## src/ccfd_pkg.sv

```systemverilog
// Shared types, constants and the CRC step function of the COBS/CRC-16 frame decoder.
package ccfd_pkg;

    localparam logic [15:0] CRC_INIT        = 16'hFFFF;
    localparam logic [15:0] CRC_POLY        = 16'h1021;
    localparam logic [15:0] CRC_MSB         = 16'h8000;
    localparam logic [15:0] TAIL_LEN        = 16'd2;
    localparam logic [15:0] MAX_LEN_RESET   = 16'd256;
    localparam logic [7:0]  CODE_START      = 8'h00;
    localparam logic [7:0]  CODE_FULL_RUN   = 8'hFF;
    localparam logic [7:0]  DELIMITER       = 8'h00;
    localparam int unsigned QUEUE_DEPTH_DEF = 2;

    typedef enum logic {
        OP_BYTE,
        OP_END
    } op_kind_t;

    typedef enum logic [2:0] {
        ERR_OK        = 3'd0,
        ERR_TOO_SHORT = 3'd1,
        ERR_EMPTY     = 3'd2,
        ERR_OVERFLOW  = 3'd3,
        ERR_CRC       = 3'd4
    } err_t;

    typedef struct packed {
        op_kind_t    kind;
        logic [7:0]  data;
        logic [15:0] index;
        err_t        err;
        logic [15:0] len;
    } op_t;

    typedef struct packed {
        logic valid;
        op_t  op;
    } op_push_t;

    typedef struct packed {
        logic valid;
        op_t  op;
    } op_head_t;

    function automatic logic [15:0] crc_feed(input logic [15:0] crc_in, input logic [7:0] b);
        logic [15:0] crc;
        crc = crc_in ^ {b, 8'h00};
        for (int k = 0; k < 8; k++)
        begin
            if ((crc & CRC_MSB) != 16'h0000)
            begin
                crc = {crc[14:0], 1'b0} ^ CRC_POLY;
            end
            else
            begin
                crc = {crc[14:0], 1'b0};
            end
        end
        return crc;
    endfunction

endpackage

```

## src/ccfd_rx_if.sv

```systemverilog
// Handshake interface that carries received encoded bytes.
interface ccfd_rx_if;
    logic       valid;
    logic       ready;
    logic [7:0] rx_byte;

    modport source (output valid, output rx_byte, input ready);
    modport sink (input valid, input rx_byte, output ready);
endinterface

```

## src/ccfd_res_if.sv

```systemverilog
// Handshake interface that carries decoded bytes and frame reports.
interface ccfd_res_if;
    logic        valid;
    logic        ready;
    logic [7:0]  out_byte;
    logic [15:0] out_index;
    logic        byte_valid;
    logic        frame_end;
    logic        frame_good;
    logic [15:0] frame_len;
    logic [2:0]  error_code;

    modport source (output valid, output out_byte, output out_index, output byte_valid,
                    output frame_end, output frame_good, output frame_len,
                    output error_code, input ready);
    modport sink (input valid, input out_byte, input out_index, input byte_valid,
                  input frame_end, input frame_good, input frame_len,
                  input error_code, output ready);
endinterface

```

## src/ccfd_front.sv

```systemverilog
// Front end: COBS run tracking, position and overflow, and classification into operations.
module ccfd_front (
    input  logic                clk,
    input  logic                rst_n,
    ccfd_rx_if.sink             rx,
    input  logic [15:0]         max_frame_len,
    input  logic                queue_ready,
    output ccfd_pkg::op_push_t  push
);

    logic [15:0] wp_reg;
    logic [15:0] wp_next;
    logic [7:0]  run_reg;
    logic [7:0]  run_next;
    logic [7:0]  last_code_reg;
    logic [7:0]  last_code_next;
    logic        ovf_reg;
    logic        ovf_next;
    logic        accept;
    logic        full;

    assign rx.ready = queue_ready;
    assign accept   = rx.valid && queue_ready;
    assign full     = wp_reg >= max_frame_len;

    always_comb
    begin
        wp_next        = wp_reg;
        run_next       = run_reg;
        last_code_next = last_code_reg;
        ovf_next       = ovf_reg;
        push.valid     = 1'b0;
        push.op.kind   = ccfd_pkg::OP_BYTE;
        push.op.data   = rx.rx_byte;
        push.op.index  = wp_reg;
        push.op.err    = ccfd_pkg::ERR_OK;
        push.op.len    = wp_reg - ccfd_pkg::TAIL_LEN;
        if (accept)
        begin
            if (rx.rx_byte == ccfd_pkg::DELIMITER)
            begin
                if (wp_reg != 16'd0)
                begin
                    push.valid   = 1'b1;
                    push.op.kind = ccfd_pkg::OP_END;
                    push.op.data = 8'h00;
                    push.op.index = 16'd0;
                    if (ovf_reg)
                    begin
                        push.op.err = ccfd_pkg::ERR_OVERFLOW;
                    end
                    else if (wp_reg < ccfd_pkg::TAIL_LEN)
                    begin
                        push.op.err = ccfd_pkg::ERR_TOO_SHORT;
                    end
                    else if (wp_reg == ccfd_pkg::TAIL_LEN)
                    begin
                        push.op.err = ccfd_pkg::ERR_EMPTY;
                    end
                end
                wp_next        = 16'd0;
                run_next       = 8'd0;
                last_code_next = ccfd_pkg::CODE_START;
                ovf_next       = 1'b0;
            end
            else if (run_reg != 8'd0)
            begin
                run_next = run_reg - 8'd1;
                if (full)
                begin
                    ovf_next = 1'b1;
                end
                else
                begin
                    push.valid = 1'b1;
                    wp_next    = wp_reg + 16'd1;
                end
            end
            else if (last_code_reg != ccfd_pkg::CODE_FULL_RUN &&
                     last_code_reg != ccfd_pkg::CODE_START)
            begin
                // The implied zero of the previous run; on overflow the code byte is refused.
                if (full)
                begin
                    ovf_next = 1'b1;
                end
                else
                begin
                    push.valid     = 1'b1;
                    push.op.data   = 8'h00;
                    wp_next        = wp_reg + 16'd1;
                    last_code_next = rx.rx_byte;
                    run_next       = rx.rx_byte - 8'd1;
                end
            end
            else
            begin
                last_code_next = rx.rx_byte;
                run_next       = rx.rx_byte - 8'd1;
            end
        end
    end

    always_ff @(posedge clk or negedge rst_n)
    begin
        if (!rst_n)
        begin
            wp_reg        <= 16'd0;
            run_reg       <= 8'd0;
            last_code_reg <= ccfd_pkg::CODE_START;
            ovf_reg       <= 1'b0;
        end
        else
        begin
            wp_reg        <= wp_next;
            run_reg       <= run_next;
            last_code_reg <= last_code_next;
            ovf_reg       <= ovf_next;
        end
    end

endmodule

```

## src/ccfd_queue.sv

```systemverilog
// Short operation queue that decouples the front end from the back end.
module ccfd_queue #(
    parameter int unsigned DEPTH = ccfd_pkg::QUEUE_DEPTH_DEF
) (
    input  logic                clk,
    input  logic                rst_n,
    input  ccfd_pkg::op_push_t  push,
    output logic                push_ready,
    output ccfd_pkg::op_head_t  head,
    input  logic                pop
);

    localparam int unsigned PTR_W = (DEPTH > 1) ? $clog2(DEPTH) : 1;
    localparam int unsigned CNT_W = $clog2(DEPTH + 1);
    localparam logic [PTR_W-1:0] LAST_PTR = PTR_W'(DEPTH - 1);
    localparam logic [CNT_W-1:0] FULL_CNT = CNT_W'(DEPTH);

    ccfd_pkg::op_t    slot_reg [DEPTH];
    logic [PTR_W-1:0] wr_ptr_reg;
    logic [PTR_W-1:0] wr_ptr_next;
    logic [PTR_W-1:0] rd_ptr_reg;
    logic [PTR_W-1:0] rd_ptr_next;
    logic [CNT_W-1:0] count_reg;
    logic [CNT_W-1:0] count_next;
    logic             do_push;
    logic             do_pop;

    assign push_ready = count_reg != FULL_CNT;
    assign head.valid = count_reg != '0;
    assign head.op    = slot_reg[rd_ptr_reg];
    assign do_push    = push.valid && push_ready;
    assign do_pop     = pop && head.valid;

    always_comb
    begin
        wr_ptr_next = wr_ptr_reg;
        rd_ptr_next = rd_ptr_reg;
        count_next  = count_reg;
        if (do_push)
        begin
            wr_ptr_next = (wr_ptr_reg == LAST_PTR) ? '0 : wr_ptr_reg + PTR_W'(1);
        end
        if (do_pop)
        begin
            rd_ptr_next = (rd_ptr_reg == LAST_PTR) ? '0 : rd_ptr_reg + PTR_W'(1);
        end
        if (do_push && !do_pop)
        begin
            count_next = count_reg + CNT_W'(1);
        end
        else if (do_pop && !do_push)
        begin
            count_next = count_reg - CNT_W'(1);
        end
    end

    always_ff @(posedge clk)
    begin
        if (do_push)
        begin
            slot_reg[wr_ptr_reg] <= push.op;
        end
    end

    always_ff @(posedge clk or negedge rst_n)
    begin
        if (!rst_n)
        begin
            wr_ptr_reg <= '0;
            rd_ptr_reg <= '0;
            count_reg  <= '0;
        end
        else
        begin
            wr_ptr_reg <= wr_ptr_next;
            rd_ptr_reg <= rd_ptr_next;
            count_reg  <= count_next;
        end
    end

endmodule

```

## src/ccfd_back.sv

```systemverilog
// Back end: running CRC behind the two-byte tail, frame verdict and the output register.
module ccfd_back (
    input  logic                clk,
    input  logic                rst_n,
    input  ccfd_pkg::op_head_t  head,
    output logic                pop,
    ccfd_res_if.source          res
);

    logic [15:0]      crc_reg;
    logic [15:0]      crc_next;
    logic [15:0]      tail_reg;
    logic [15:0]      tail_next;
    logic             valid_reg;
    logic             valid_next;
    logic [7:0]       byte_reg;
    logic [15:0]      index_reg;
    logic             byte_valid_reg;
    logic             frame_end_reg;
    logic             good_reg;
    logic [15:0]      len_reg;
    ccfd_pkg::err_t   err_reg;
    ccfd_pkg::err_t   err_calc;
    logic [15:0]      got_crc;

    assign pop     = head.valid && (!valid_reg || res.ready);
    assign got_crc = {tail_reg[7:0], tail_reg[15:8]};

    always_comb
    begin
        err_calc = head.op.err;
        if (head.op.err == ccfd_pkg::ERR_OK && crc_reg != got_crc)
        begin
            err_calc = ccfd_pkg::ERR_CRC;
        end
    end

    always_comb
    begin
        crc_next   = crc_reg;
        tail_next  = tail_reg;
        valid_next = valid_reg && !res.ready;
        if (pop)
        begin
            valid_next = 1'b1;
            if (head.op.kind == ccfd_pkg::OP_END)
            begin
                crc_next  = ccfd_pkg::CRC_INIT;
                tail_next = 16'h0000;
            end
            else
            begin
                if (head.op.index >= ccfd_pkg::TAIL_LEN)
                begin
                    crc_next = ccfd_pkg::crc_feed(crc_reg, tail_reg[15:8]);
                end
                tail_next = {tail_reg[7:0], head.op.data};
            end
        end
    end

    always_ff @(posedge clk or negedge rst_n)
    begin
        if (!rst_n)
        begin
            crc_reg   <= ccfd_pkg::CRC_INIT;
            tail_reg  <= 16'h0000;
            valid_reg <= 1'b0;
        end
        else
        begin
            crc_reg   <= crc_next;
            tail_reg  <= tail_next;
            valid_reg <= valid_next;
        end
    end

    always_ff @(posedge clk)
    begin
        if (pop)
        begin
            if (head.op.kind == ccfd_pkg::OP_END)
            begin
                byte_reg       <= 8'h00;
                index_reg      <= 16'd0;
                byte_valid_reg <= 1'b0;
                frame_end_reg  <= 1'b1;
                good_reg       <= err_calc == ccfd_pkg::ERR_OK;
                len_reg        <= (err_calc == ccfd_pkg::ERR_OK) ? head.op.len : 16'd0;
                err_reg        <= err_calc;
            end
            else
            begin
                byte_reg       <= head.op.data;
                index_reg      <= head.op.index;
                byte_valid_reg <= 1'b1;
                frame_end_reg  <= 1'b0;
                good_reg       <= 1'b0;
                len_reg        <= 16'd0;
                err_reg        <= ccfd_pkg::ERR_OK;
            end
        end
    end

    assign res.valid      = valid_reg;
    assign res.out_byte   = byte_reg;
    assign res.out_index  = index_reg;
    assign res.byte_valid = byte_valid_reg;
    assign res.frame_end  = frame_end_reg;
    assign res.frame_good = good_reg;
    assign res.frame_len  = len_reg;
    assign res.error_code = err_reg;

endmodule

```

## src/cobs_crc16_frame_decoder_core.sv

```systemverilog
// The COBS frame decoder with CRC-16/CCITT-FALSE check, top level.
// The decoder accepts one encoded byte per clock cycle while its queue has room and gives at most one result per
// byte: a decoded byte with its index, or a frame report at each nonempty delimiter. A
// result is written into the queue when its byte is transferred, moves into the output
// register when the back end pops it while the output register is free, and it is held
// there until it is taken. The rate is set by the combinational COBS state update in the
// front end and the combinational eight-bit CRC step in the back end; the queue between
// them lets input keep flowing for QUEUE_DEPTH items while the output is stalled.
module cobs_crc16_frame_decoder_core #(
    parameter int unsigned QUEUE_DEPTH = ccfd_pkg::QUEUE_DEPTH_DEF
) (
    input  logic        clk,
    input  logic        rst_n,
    ccfd_rx_if.sink     rx,
    ccfd_res_if.source  res,
    input  logic        cfg_we,
    input  logic [15:0] cfg_wdata
);

    logic [15:0]         max_len_reg;
    logic [15:0]         max_len_next;
    logic                queue_ready;
    logic                pop;
    ccfd_pkg::op_push_t  push;
    ccfd_pkg::op_head_t  head;

    assign max_len_next = cfg_we ? cfg_wdata : max_len_reg;

    always_ff @(posedge clk or negedge rst_n)
    begin
        if (!rst_n)
        begin
            max_len_reg <= ccfd_pkg::MAX_LEN_RESET;
        end
        else
        begin
            max_len_reg <= max_len_next;
        end
    end

    ccfd_front u_front (
        .clk           (clk),
        .rst_n         (rst_n),
        .rx            (rx),
        .max_frame_len (max_len_reg),
        .queue_ready   (queue_ready),
        .push          (push)
    );

    ccfd_queue #(
        .DEPTH (QUEUE_DEPTH)
    ) u_queue (
        .clk        (clk),
        .rst_n      (rst_n),
        .push       (push),
        .push_ready (queue_ready),
        .head       (head),
        .pop        (pop)
    );

    ccfd_back u_back (
        .clk   (clk),
        .rst_n (rst_n),
        .head  (head),
        .pop   (pop),
        .res   (res)
    );

endmodule

```

## src/flat_wrapper.sv

```systemverilog
// flat-port wrapper written by rule: the top's interface ports become plain ports
module cobs_crc16_frame_decoder_core_flat 
#(
    parameter int unsigned QUEUE_DEPTH = ccfd_pkg::QUEUE_DEPTH_DEF
)
  (clk, rst_n, cfg_we, cfg_wdata, rx_valid, rx_rx_byte, rx_ready, res_valid, res_out_byte, res_out_index, res_byte_valid, res_frame_end, res_frame_good, res_frame_len, res_error_code, res_ready);
  ccfd_rx_if rx_i ();
  ccfd_res_if res_i ();
  input  logic clk;
  input  logic rst_n;
  input  logic cfg_we;
  input  logic [15:0] cfg_wdata;
  input wire logic [$bits(rx_i.valid)-1:0] rx_valid;
  input wire logic [$bits(rx_i.rx_byte)-1:0] rx_rx_byte;
  output wire logic [$bits(rx_i.ready)-1:0] rx_ready;
  output wire logic [$bits(res_i.valid)-1:0] res_valid;
  output wire logic [$bits(res_i.out_byte)-1:0] res_out_byte;
  output wire logic [$bits(res_i.out_index)-1:0] res_out_index;
  output wire logic [$bits(res_i.byte_valid)-1:0] res_byte_valid;
  output wire logic [$bits(res_i.frame_end)-1:0] res_frame_end;
  output wire logic [$bits(res_i.frame_good)-1:0] res_frame_good;
  output wire logic [$bits(res_i.frame_len)-1:0] res_frame_len;
  output wire logic [$bits(res_i.error_code)-1:0] res_error_code;
  input wire logic [$bits(res_i.ready)-1:0] res_ready;
  assign rx_i.valid = rx_valid;
  assign rx_i.rx_byte = rx_rx_byte;
  assign rx_ready = rx_i.ready;
  assign res_valid = res_i.valid;
  assign res_out_byte = res_i.out_byte;
  assign res_out_index = res_i.out_index;
  assign res_byte_valid = res_i.byte_valid;
  assign res_frame_end = res_i.frame_end;
  assign res_frame_good = res_i.frame_good;
  assign res_frame_len = res_i.frame_len;
  assign res_error_code = res_i.error_code;
  assign res_i.ready = res_ready;
  cobs_crc16_frame_decoder_core #(.QUEUE_DEPTH(QUEUE_DEPTH)) u_core (.clk(clk), .rst_n(rst_n), .rx(rx_i), .res(res_i), .cfg_we(cfg_we), .cfg_wdata(cfg_wdata));
endmodule
```

## config.mk

```make
export PLATFORM = sky130hd
export DESIGN_NAME = cobs_crc16_frame_decoder_core_flat
export DESIGN_NICKNAME = d
export VERILOG_FILES = /design/src/ccfd_pkg.sv /design/src/ccfd_rx_if.sv /design/src/ccfd_res_if.sv /design/src/ccfd_front.sv /design/src/ccfd_queue.sv /design/src/ccfd_back.sv /design/src/cobs_crc16_frame_decoder_core.sv /design/src/flat_wrapper.sv
export SDC_FILE = /design/constraint.sdc
export NUM_CORES = 1
export LEC_CHECK = 0
export BUFFER_PORTS_ARGS = -buffer_cell sky130_fd_sc_hd__buf_2
export CAP_MARGIN = 20
export CORE_UTILIZATION = 33
export DETAILED_ROUTE_END_ITERATION = 16
export GPL_TIMING_DRIVEN = 0
export PLACE_DENSITY_LB_ADDON = 0.3
export SYNTH_ARGS = -nofsm -noshare
export SYNTH_HDL_FRONTEND = slang
export SYNTH_SLANG_ARGS = --single-unit
```

## constraint.sdc

```tcl
create_clock -name clk -period 6.9 [get_ports clk]
set_input_delay 0.69 -clock clk [delete_from_list [all_inputs] [get_ports clk]]
set_output_delay 0.69 -clock clk [all_outputs]
set_load 0.05 [all_outputs]
```

==> impl_summary.md, run 1 <==
Cells and area
The register with the most flip-flops in the layout has 86 of them. 0 antenna diodes ended up in the layout. After the last flow step, the layout net total stands at a little under 1000.

The library cells used most frequently in the layout, excluding fill and tap cells, are edfxtp_1 (132), nor2_1 (101), buf_2 (78). The relative area change from synthesis to final layout is 17.4%. The layout cell share with drive strength beyond 1 is 18.1%. The filler cells instantiated in the layout total 2901. Leaving out fill and tap cells, the most frequent cell in the layout is edfxtp_1.

Clock network
The post-cts hold buffer count is 0. Counting the buffers created by CTS gives 25. The cell sitting at the root of the clock tree is a clkbuf_16. TritonCTS built the clock tree. In this run the number of H-tree levels came out at 1.

The clock net in this run drives a total of roughly 220 sinks. After clock tree synthesis, the repair step resized 0 gates. The clock network latency to the later pin of the worst-skew pair is 530 ps.

The clock passes through at most 3 buffers. The post-CTS repair timing setup buffer count is 0. The clock-pin transition on the worst setup and hold timing paths is 60 ps.

Yosys
The biggest area contributor in the post-synthesis netlist is edfxtp_1. The Yosys warning count is 0. The most used flip-flop cell after synthesis is edfxtp_1.

The portion of synthesized cell area occupied by the leading cell type is between 30% and 40%. The post-synthesis area per instance is 12.2 um^2. Sorting the synthesized cells by area gives the leading types as edfxtp_1 (40%), dfrtp_1 (17%), mux2i_1 (5.1%), dfstp_2 (4.5%), nor2_1 (3.8%). The cell area that synthesis handed to floorplanning was 0.00994 mm^2. The share of synthesized flip-flops with an asynchronous set or reset is 39.4%. The number of synthesized register bits is 218. After synthesis, flip-flops and latches occupy 61.8% of the total area. The number of instances in the synthesized netlist is 813. The count of unique library cells instantiated by Yosys is between 60 and 70. The number of nets handed over by synthesis was ~870. The number of enable-type register cells in the synthesized netlist is 132.

Global route
The remaining global-route overflow is 0. For this run, the total global-route usage over all layers was measured as 14.5%. Entering global routing, the biggest net connects 67 pins. The first-pass GRT wire length is about 35 mm. The initial antenna violation count was 0. The via count of the first global-routing pass came to around 6300.

Pwr
For this design the ratio of total power to cell area is 440 mW/mm^2. The maximum vdd ir drop is about 0.17 mV. The cell leakage power is approximately 4.6 nW.

Placed design
The pre-CTS setup slack is around 3100 ps. During placement, the flow inserted port buffers numbering 75. After legalization and detailed placement, the total HPWL measured 15.5 mm. At the end of routability-driven placement, the weighted congestion stood at 0.836.

Setup path
Along the worst path, the maximum fanout reaches 24. The signal on the critical path passes through ha_1 > a21oi_1 > o21a_1 > a2bb2oi_1 > a41oi_2 > buf_4 > nor3b_2 > nor2b_4 > buf_16. The startpoint identified for the worst register-to-register timing path is u_core.u_front.wp_reg[11].

The slowest stage cell on the critical path is nor2b_4. The endpoint of the worst register-to-register path is u_core.u_queue.slot_reg[0][29]. The worst endpoint data arrival time is approximately 4000 ps. The endpoint required time on the critical path is around 7100 ps. The flop-to-flop setup slack is around 3200 ps. Counting cells, the worst reg-to-reg path comes to 9. The class of the most critical setup path is register to register. The worst setup path is launched from a register. The maximum single-stage delay on the critical path is 740 ps. STA classifies the critical path endpoint as a register.

Floorplan
In this run the horizontal extent of the chip is 176 um. The floorplan die area is ~0.03 mm^2. The floorplan core area is 0.0296 mm^2. The initial standard-cell utilization of the core is 33.5%. The number of ports placed on the die boundary is 77. The floorplan has 63 rows. From bottom edge to top edge, the die measures around 180 um.

Outcome
The run finished with clean final reports.

STA
Setup repair after global routing left no endpoint under its margin. In this run the tightest slew margin relative to its limit is 45.0%. The count of endpoints failing hold in the final timing report came to 0. The number of slew-limit violations in the final report is 0. The post-route setup TNS is 0 ps.

The setup slack after layout is approximately 3200 ps. The worst path in the final design needs a cycle of between 3000 and 4000 ps, including I/O delays and setup. The pin slew with the least headroom to its limit is 825 ps. Based on the critical path, the design can be clocked at up to 0.269 GHz. The post-route fraction of the period consumed by the critical path is 54.0%. Setup violations remaining at the end of the flow were counted as 0. For the final database, setup skew stands at 17.6 ps.

Drt
The via total after detailed routing is 6429. In the routed design, unresolved DRC markers number 0. The detailed router finished its first iteration with 440 violations.

The average wire per standard cell is 16.5 um. The final wirelength is between 20 and 25 mm. The ratio of routed vias to standard cells is 4.84.

Once detail routing completed, the nets flagged for antenna violations numbered 0. The pre-antenna-repair detailed-routing pass consisted of 6 iterations.

Min path
The class of the most critical hold timing path is primary input to async pin.

Flow run
The reported max-cap violation count is 0.
## logic make-up (layout without fill, tap and decap cells)
kind of cell             count (synthesis)  in the layout  share of synthesized area [%]
XOR/XNOR                                59             59                           5.20
buffers and inverters                   64            189                           2.54
AND/OR/NAND/NOR                        268            268                           13.2
multiplexers                            64             64                           6.61
AO/OA/AOI/OAI                          117            117                           7.78
adder cells (fa/ha/maj)                 23             23                           2.90
flip-flops                             218            218                           61.8
## layer usage
metal  vias to the layer above  share of wire [%]  global-route usage [%]  routed length, um
met5                         -                  0                       0                  0
met2                       147                 45                    22.4               9840
li1                       3157                  -                       -                  -
met3                        28                4.4                    2.19                953
met4                         0                1.8                    4.02                398
met1                      3097                 49                    21.1              10700
## layout make-up
cell class	instances	area (um^2)	area share [%]
Buffer	32	133	1.14
Tap cell	390	488	4.18
Clock buffer	30	654	5.61
Timing Repair Buffer	79	473	4.05
Inverter	32	120	1.03
Multi-Input combinational cell	531	3550	30.5
Clock inverter	16	105	0.901
Sequential cell	218	6140	52.6
## report_power, final
part	switching (W)	internal (W)	leakage, nW	total [W]
logic	0.00121	0.000599	1.96	0.00181
registers	0.000225	0.00187	2.29	0.00210
clock network	0.000518	0.000711	0.374	0.00123
total	0.00195	0.00318	4.62	0.00513
## synth_stat cells (13+ instances only)
cell	n
edfxtp_1	132
a21oi_1	18
ha_1	23
nand2_1	54
clkbuf_1	20
xor2_1	17
nor3_1	17
dfstp_2	17
mux2i_1	51
nor2_1	101
inv_1	32
nor2b_1	18
a31oi_1	18
nand4_1	13
dfrtp_1	69
o21ai_0	40
xnor2_1	42
## how the worst max path moves through the flow
stage	start	slack, ps	cells after the start	to
after CTS	u_core.u_front.wp_reg[11]	3140	9	u_core.u_queue.slot_reg[0][22]
after global routing	u_core.u_front.wp_reg[11]	2900	9	u_core.u_queue.slot_reg[0][22]
after floorplan	u_core.u_front.wp_reg[1]	2410	8	u_core.u_queue.slot_reg[0][0]
after detailed placement	u_core.u_front.wp_reg[11]	3120	9	u_core.u_queue.slot_reg[0][30]
final	u_core.u_front.wp_reg[11]	3180	9	u_core.u_queue.slot_reg[0][29]
after global placement	rx_rx_byte[3]	930	8	u_core.u_queue.slot_reg[0][10]
## worst max-delay path: cells and delay by family (launching register included)
kind                     cells  cell delay [ps]
AO/OA/AOI/OAI                4             1070
adder cells (fa/ha/maj)      1              350
buffers and inverters        2              470
flip-flops                   1              470
AND/OR/NAND/NOR              2             1060
## through the flow
step                total power [W]  instance area (um^2)  std cells  utilization, %  hold WS, ps
finish                      0.00513                 11700       1328            39.4         57.9
global route                0.00544                 11700       1328            39.4         59.2
CTS                         0.00520                 11700       1328            39.4         46.3
detailed placement          0.00396                 10900       1282            36.8          506
global placement            0.00390                 10800       1278            36.4          469
floorplan                   0.00345                  9940        813               -          394
Note: power is estimated with default switching activity, not from simulation.
==> inputs of run 2 (changes only) <==
- ABC_AREA: default -> 1
- clock period: 6.9 -> 3.52 ns (I/O delays scaled with it)
==> impl_summary.md, run 2 <==
Outcome
The flow ran to the end, and the final reports show no timing, DRC or antenna violations.

Cells and area
The top cell types in the final layout, fill and taps aside, are nand2_1 (240), edfxtp_1 (132), inv_1 (110). The number of cells in the finished layout apart from fillers came to 1553 (+17%). The filler cell count in the final layout is 3013 (+3.9%). The library cell used most frequently in the layout, excluding fill and tap cells, is nand2_1. The flip-flop count of the largest register, all copies and words added is 86 (unchanged). The number of antenna cells inserted is 0 (unchanged). The relative area change from synthesis to final layout is 16.9%. The final design utilization is 39.4% (+0.048 points). The net count of the finished layout is 1190 (+23%). The layout cell share with drive strength beyond 1 is 18.7% (+0.55 points).

Yosys
The number of enable-type register cells in the synthesized netlist was 132 (unchanged). The count of unique library cells instantiated by Yosys came to 39 (-36%). The post-synth design cell area is 0.0103 mm^2 (+4.1%). The number of nets produced by synthesis was 1082 (+25%). The most used flip-flop cell after synthesis is edfxtp_1.

Sorting the synthesized cells by area gives the leading types as edfxtp_1 (38%), dfrtp_1 (17%), nand2_1 (8.7%), dfstp_2 (4.3%), inv_1 (4.0%). The post-synthesis cell type with the largest combined area is edfxtp_1. The number of synthesized register bits is 218 (unchanged).

The number of instances in the synthesized netlist was 1030 (+27%). The Yosys warning count came to 0 (unchanged). The share of synthesized area occupied by flip-flops and latches was 59.4% (-2.4 points). The portion of synthesized cell area occupied by the leading cell type is 38.3% (-1.6 points). The post-synthesis area per instance is 10.0 um^2 (-18%). The commonest cells after synthesis are nand2_1 (240), edfxtp_1 (132), inv_1 (111). nand2_1 is the most common cell in the netlist. The share of synthesized flip-flops with an asynchronous set or reset is 39.4% (unchanged).

Placed design
The pre-CTS setup slack is 229 ps (-2890 ps). The total half-perimeter wirelength after legalization and detailed placement is 15.8 mm (+1.9%). The total placed cells including tap cells was 1506 (+17%). The routability congestion estimate is 0.835 (about the same). The number of port buffers is 76 (+1.3%).

Setup path
The kind of start point of the critical path is a register. The flop-to-flop setup slack is 410 ps (-2770 ps). The worst endpoint data arrival time is 3340 ps (-610 ps). The critical path endpoint is u_core.u_queue.slot_reg[0][22]. The startpoint identified for the worst register-to-register timing path is u_core.u_front.wp_reg[0].

The worst setup path is captured at a register. The endpoint required time on the critical path is 3740 ps (-3390 ps). The worst setup path startpoint is u_core.u_front.wp_reg[0].

The biggest fanout along the worst timing path came to 23 (-4.2%). The worst register-to-register path ends at u_core.u_queue.slot_reg[0][22]. The class of the most critical setup path is register to register. The depth of the worst register-to-register path is 12 (+3).

Global route
The met2 routing resource usage after global routing is 23.4% (+0.99 points). The first-pass GRT wire length is 35.6 mm (+0.76%). The initial antenna violation count is 0 (unchanged). In this run the most used layer during global routing was met2.

The global-route met1 utilization is 19.1% (-2.0 points). The via count of the first global-routing pass was 6898 (+8.8%). The global-route total usage across every layer came to 14.1% (-0.41 points). The remaining global-route overflow is 0 (unchanged). The met3 routing resource usage after global routing is 2.06% (-0.13 points). The largest net degree at the start of global routing is 64 (-4.5%).

STA
The maximum operating frequency is 0.321 GHz (+20%). Setup repair after global routing left no endpoint under its margin. The setup clock skew after layout was 19.0 ps (+1.41 ps). The post-route setup TNS is 0 ps (unchanged).

The final count of negative-setup-slack endpoints came to 0 (unchanged). The post-route fraction of the period consumed by the critical path came to 88.4% (+34 points). The setup slack after layout is 408 ps (-2770 ps). The pin slew with the least headroom to its limit is 775 ps (-50.4 ps). The number of slew-limit violations in the final report is 0 (unchanged).

The time the worst path needs with I/O delays and setup is 3110 ps (-611 ps). The count of endpoints failing hold in the final timing report is 0 (unchanged). The worst slew margin relative to its limit is 48.2% (+3.2 points).

Clock network
The clock-pin transition on the worst setup and hold timing paths was 60 ps (about the same). The clock tree from TritonCTS is built. The clock net sink count is 218 (unchanged). The number of buffers inserted during clock tree synthesis was 25 (unchanged). The post-CTS repair timing setup buffer count was 0 (unchanged). The maximum count of clock buffers along a single path is 3 (unchanged). The cell at the root of the clock tree is clkbuf_16. The clock network latency to the later pin of the worst-skew pair was 530 ps (about the same). The number of H-tree branching levels is 1 (unchanged).

Floorplan
The floorplan die area is 0.0320 mm^2 (+4.0%). The die width is 179 um (+2.0%). The number of ports placed on the die boundary is 77 (unchanged). The standard-cell row count was 64 (+1.6%). The initial standard-cell utilization of the core came to 33.7% (+0.19 points). The floorplan core area is 0.0307 mm^2 (+3.5%). The vertical die dimension is 179 um (+2.0%).

Drt
The via total after detailed routing is 7000 (+8.9%). The number of design-rule violations left by the first detailed-router iteration was 467 (+6.1%). The final wirelength is 21.9 mm (about the same).

The count of antenna-violating nets left after detailed routing is 0 (unchanged). The ratio of routed vias to standard cells was 4.51 (-6.9%). The iteration count of the initial detailed-routing pass is 4 (-2). The count of unresolved DRC violations after routing was 0 (unchanged). The average wire per standard cell came to 14.1 um (-15%).

Flow run
The reported max-cap violation count is 0 (unchanged).

Min path
The class of the most critical hold timing path is primary input to register.

Pwr
The maximum vdd ir drop is 0.371 mV (+110%). The total power of the final layout was 0.0114 W (+120%). The power per unit of standard cell area is 944 mW/mm^2 (+110%).

The cell leakage power came to 5.29 nW (+15%).
[run 2: timing repair]
item                                    4_1_cts  5_1_grt
hold buffers                                  1        0
endpoints found under the setup margin        0       21
gates resized for setup                       0        1
endpoints found under the hold margin        11        0
[run 2: cells by family after synthesis]
group,after synthesis,share of synthesized area [%]
compound gates,124,7.27
xor+xnor,53,4.49
fa+ha+maj,23,2.78
buf+inv,155,6.33
flops,218,59.4
mux,21,2.04
simple gates,436,17.7
[run 2: worst max-delay path, cell delays in order, from the launching register on]
cell,delay [ps]
dfrtp_2,480
inv_1,150
ha_1,310
nand4_1,100
nor2_1,50
nor2_1,80
nand2_1,70
nand2_1,50
nand2_1,160
nand2_1,170
nand3_1,250
nor2_4,680
buf_16,250
[run 2: metrics by stage]
| step | hold WS [ps] | area, um^2 |
|---|---|---|
| after floorplan | 56.4 | 10300 |
| after global placement | 489 | 11200 |
| after detailed placement | 291 | 11300 |
| after CTS | 13.1 | 12100 |
| after global routing | 32.1 | 12100 |
| final | 27.8 | 12100 |
[run 2: per-layer routing]
| layer | routed length [um] | vias up | part of all wire, % |
|---|---|---|---|
| li1 | - | 3603 | - |
| met1 | 10500 | 3247 | 48 |
| met2 | 10100 | 121 | 46 |
| met3 | 857 | 29 | 3.9 |
| met4 | 375 | 0 | 1.7 |
| met5 | 0 | - | 0 |
[run 2: worst min path at each step]
| stage | from | endpoint | cells past startpoint |
|---|---|---|---|
| global route | cfg_wdata[13] | u_core.max_len_reg[13] | 3 |
| detailed placement | rst_n | u_core.u_back.tail_reg[9] | 1 |
| CTS | cfg_wdata[7] | u_core.max_len_reg[7] | 3 |
| global placement | u_core.u_front.run_reg[6] | u_core.u_front.run_reg[6] | 2 |
| finish | cfg_wdata[7] | u_core.max_len_reg[7] | 3 |
| floorplan | rst_n | u_core.max_len_reg[0] | 0 |
[run 2: cell type report]
class	count	area (um^2)	area share, %
repair buffers	81	495	4.10
inverters	120	450	3.73
clock inverters	10	61.3	0.507
flip-flops and latches	218	6140	50.8
plain buffers	35	204	1.69
well taps	396	495	4.10
clock buffers	36	677	5.60
multi-input cells	657	3560	29.5
[run 2: power breakdown]
group          internal, W  switching [W]  total (W)
Clock              0.00134        0.00101    0.00235
Combinational      0.00149        0.00325    0.00474
Sequential         0.00390       0.000410    0.00431
Total              0.00673        0.00467     0.0114
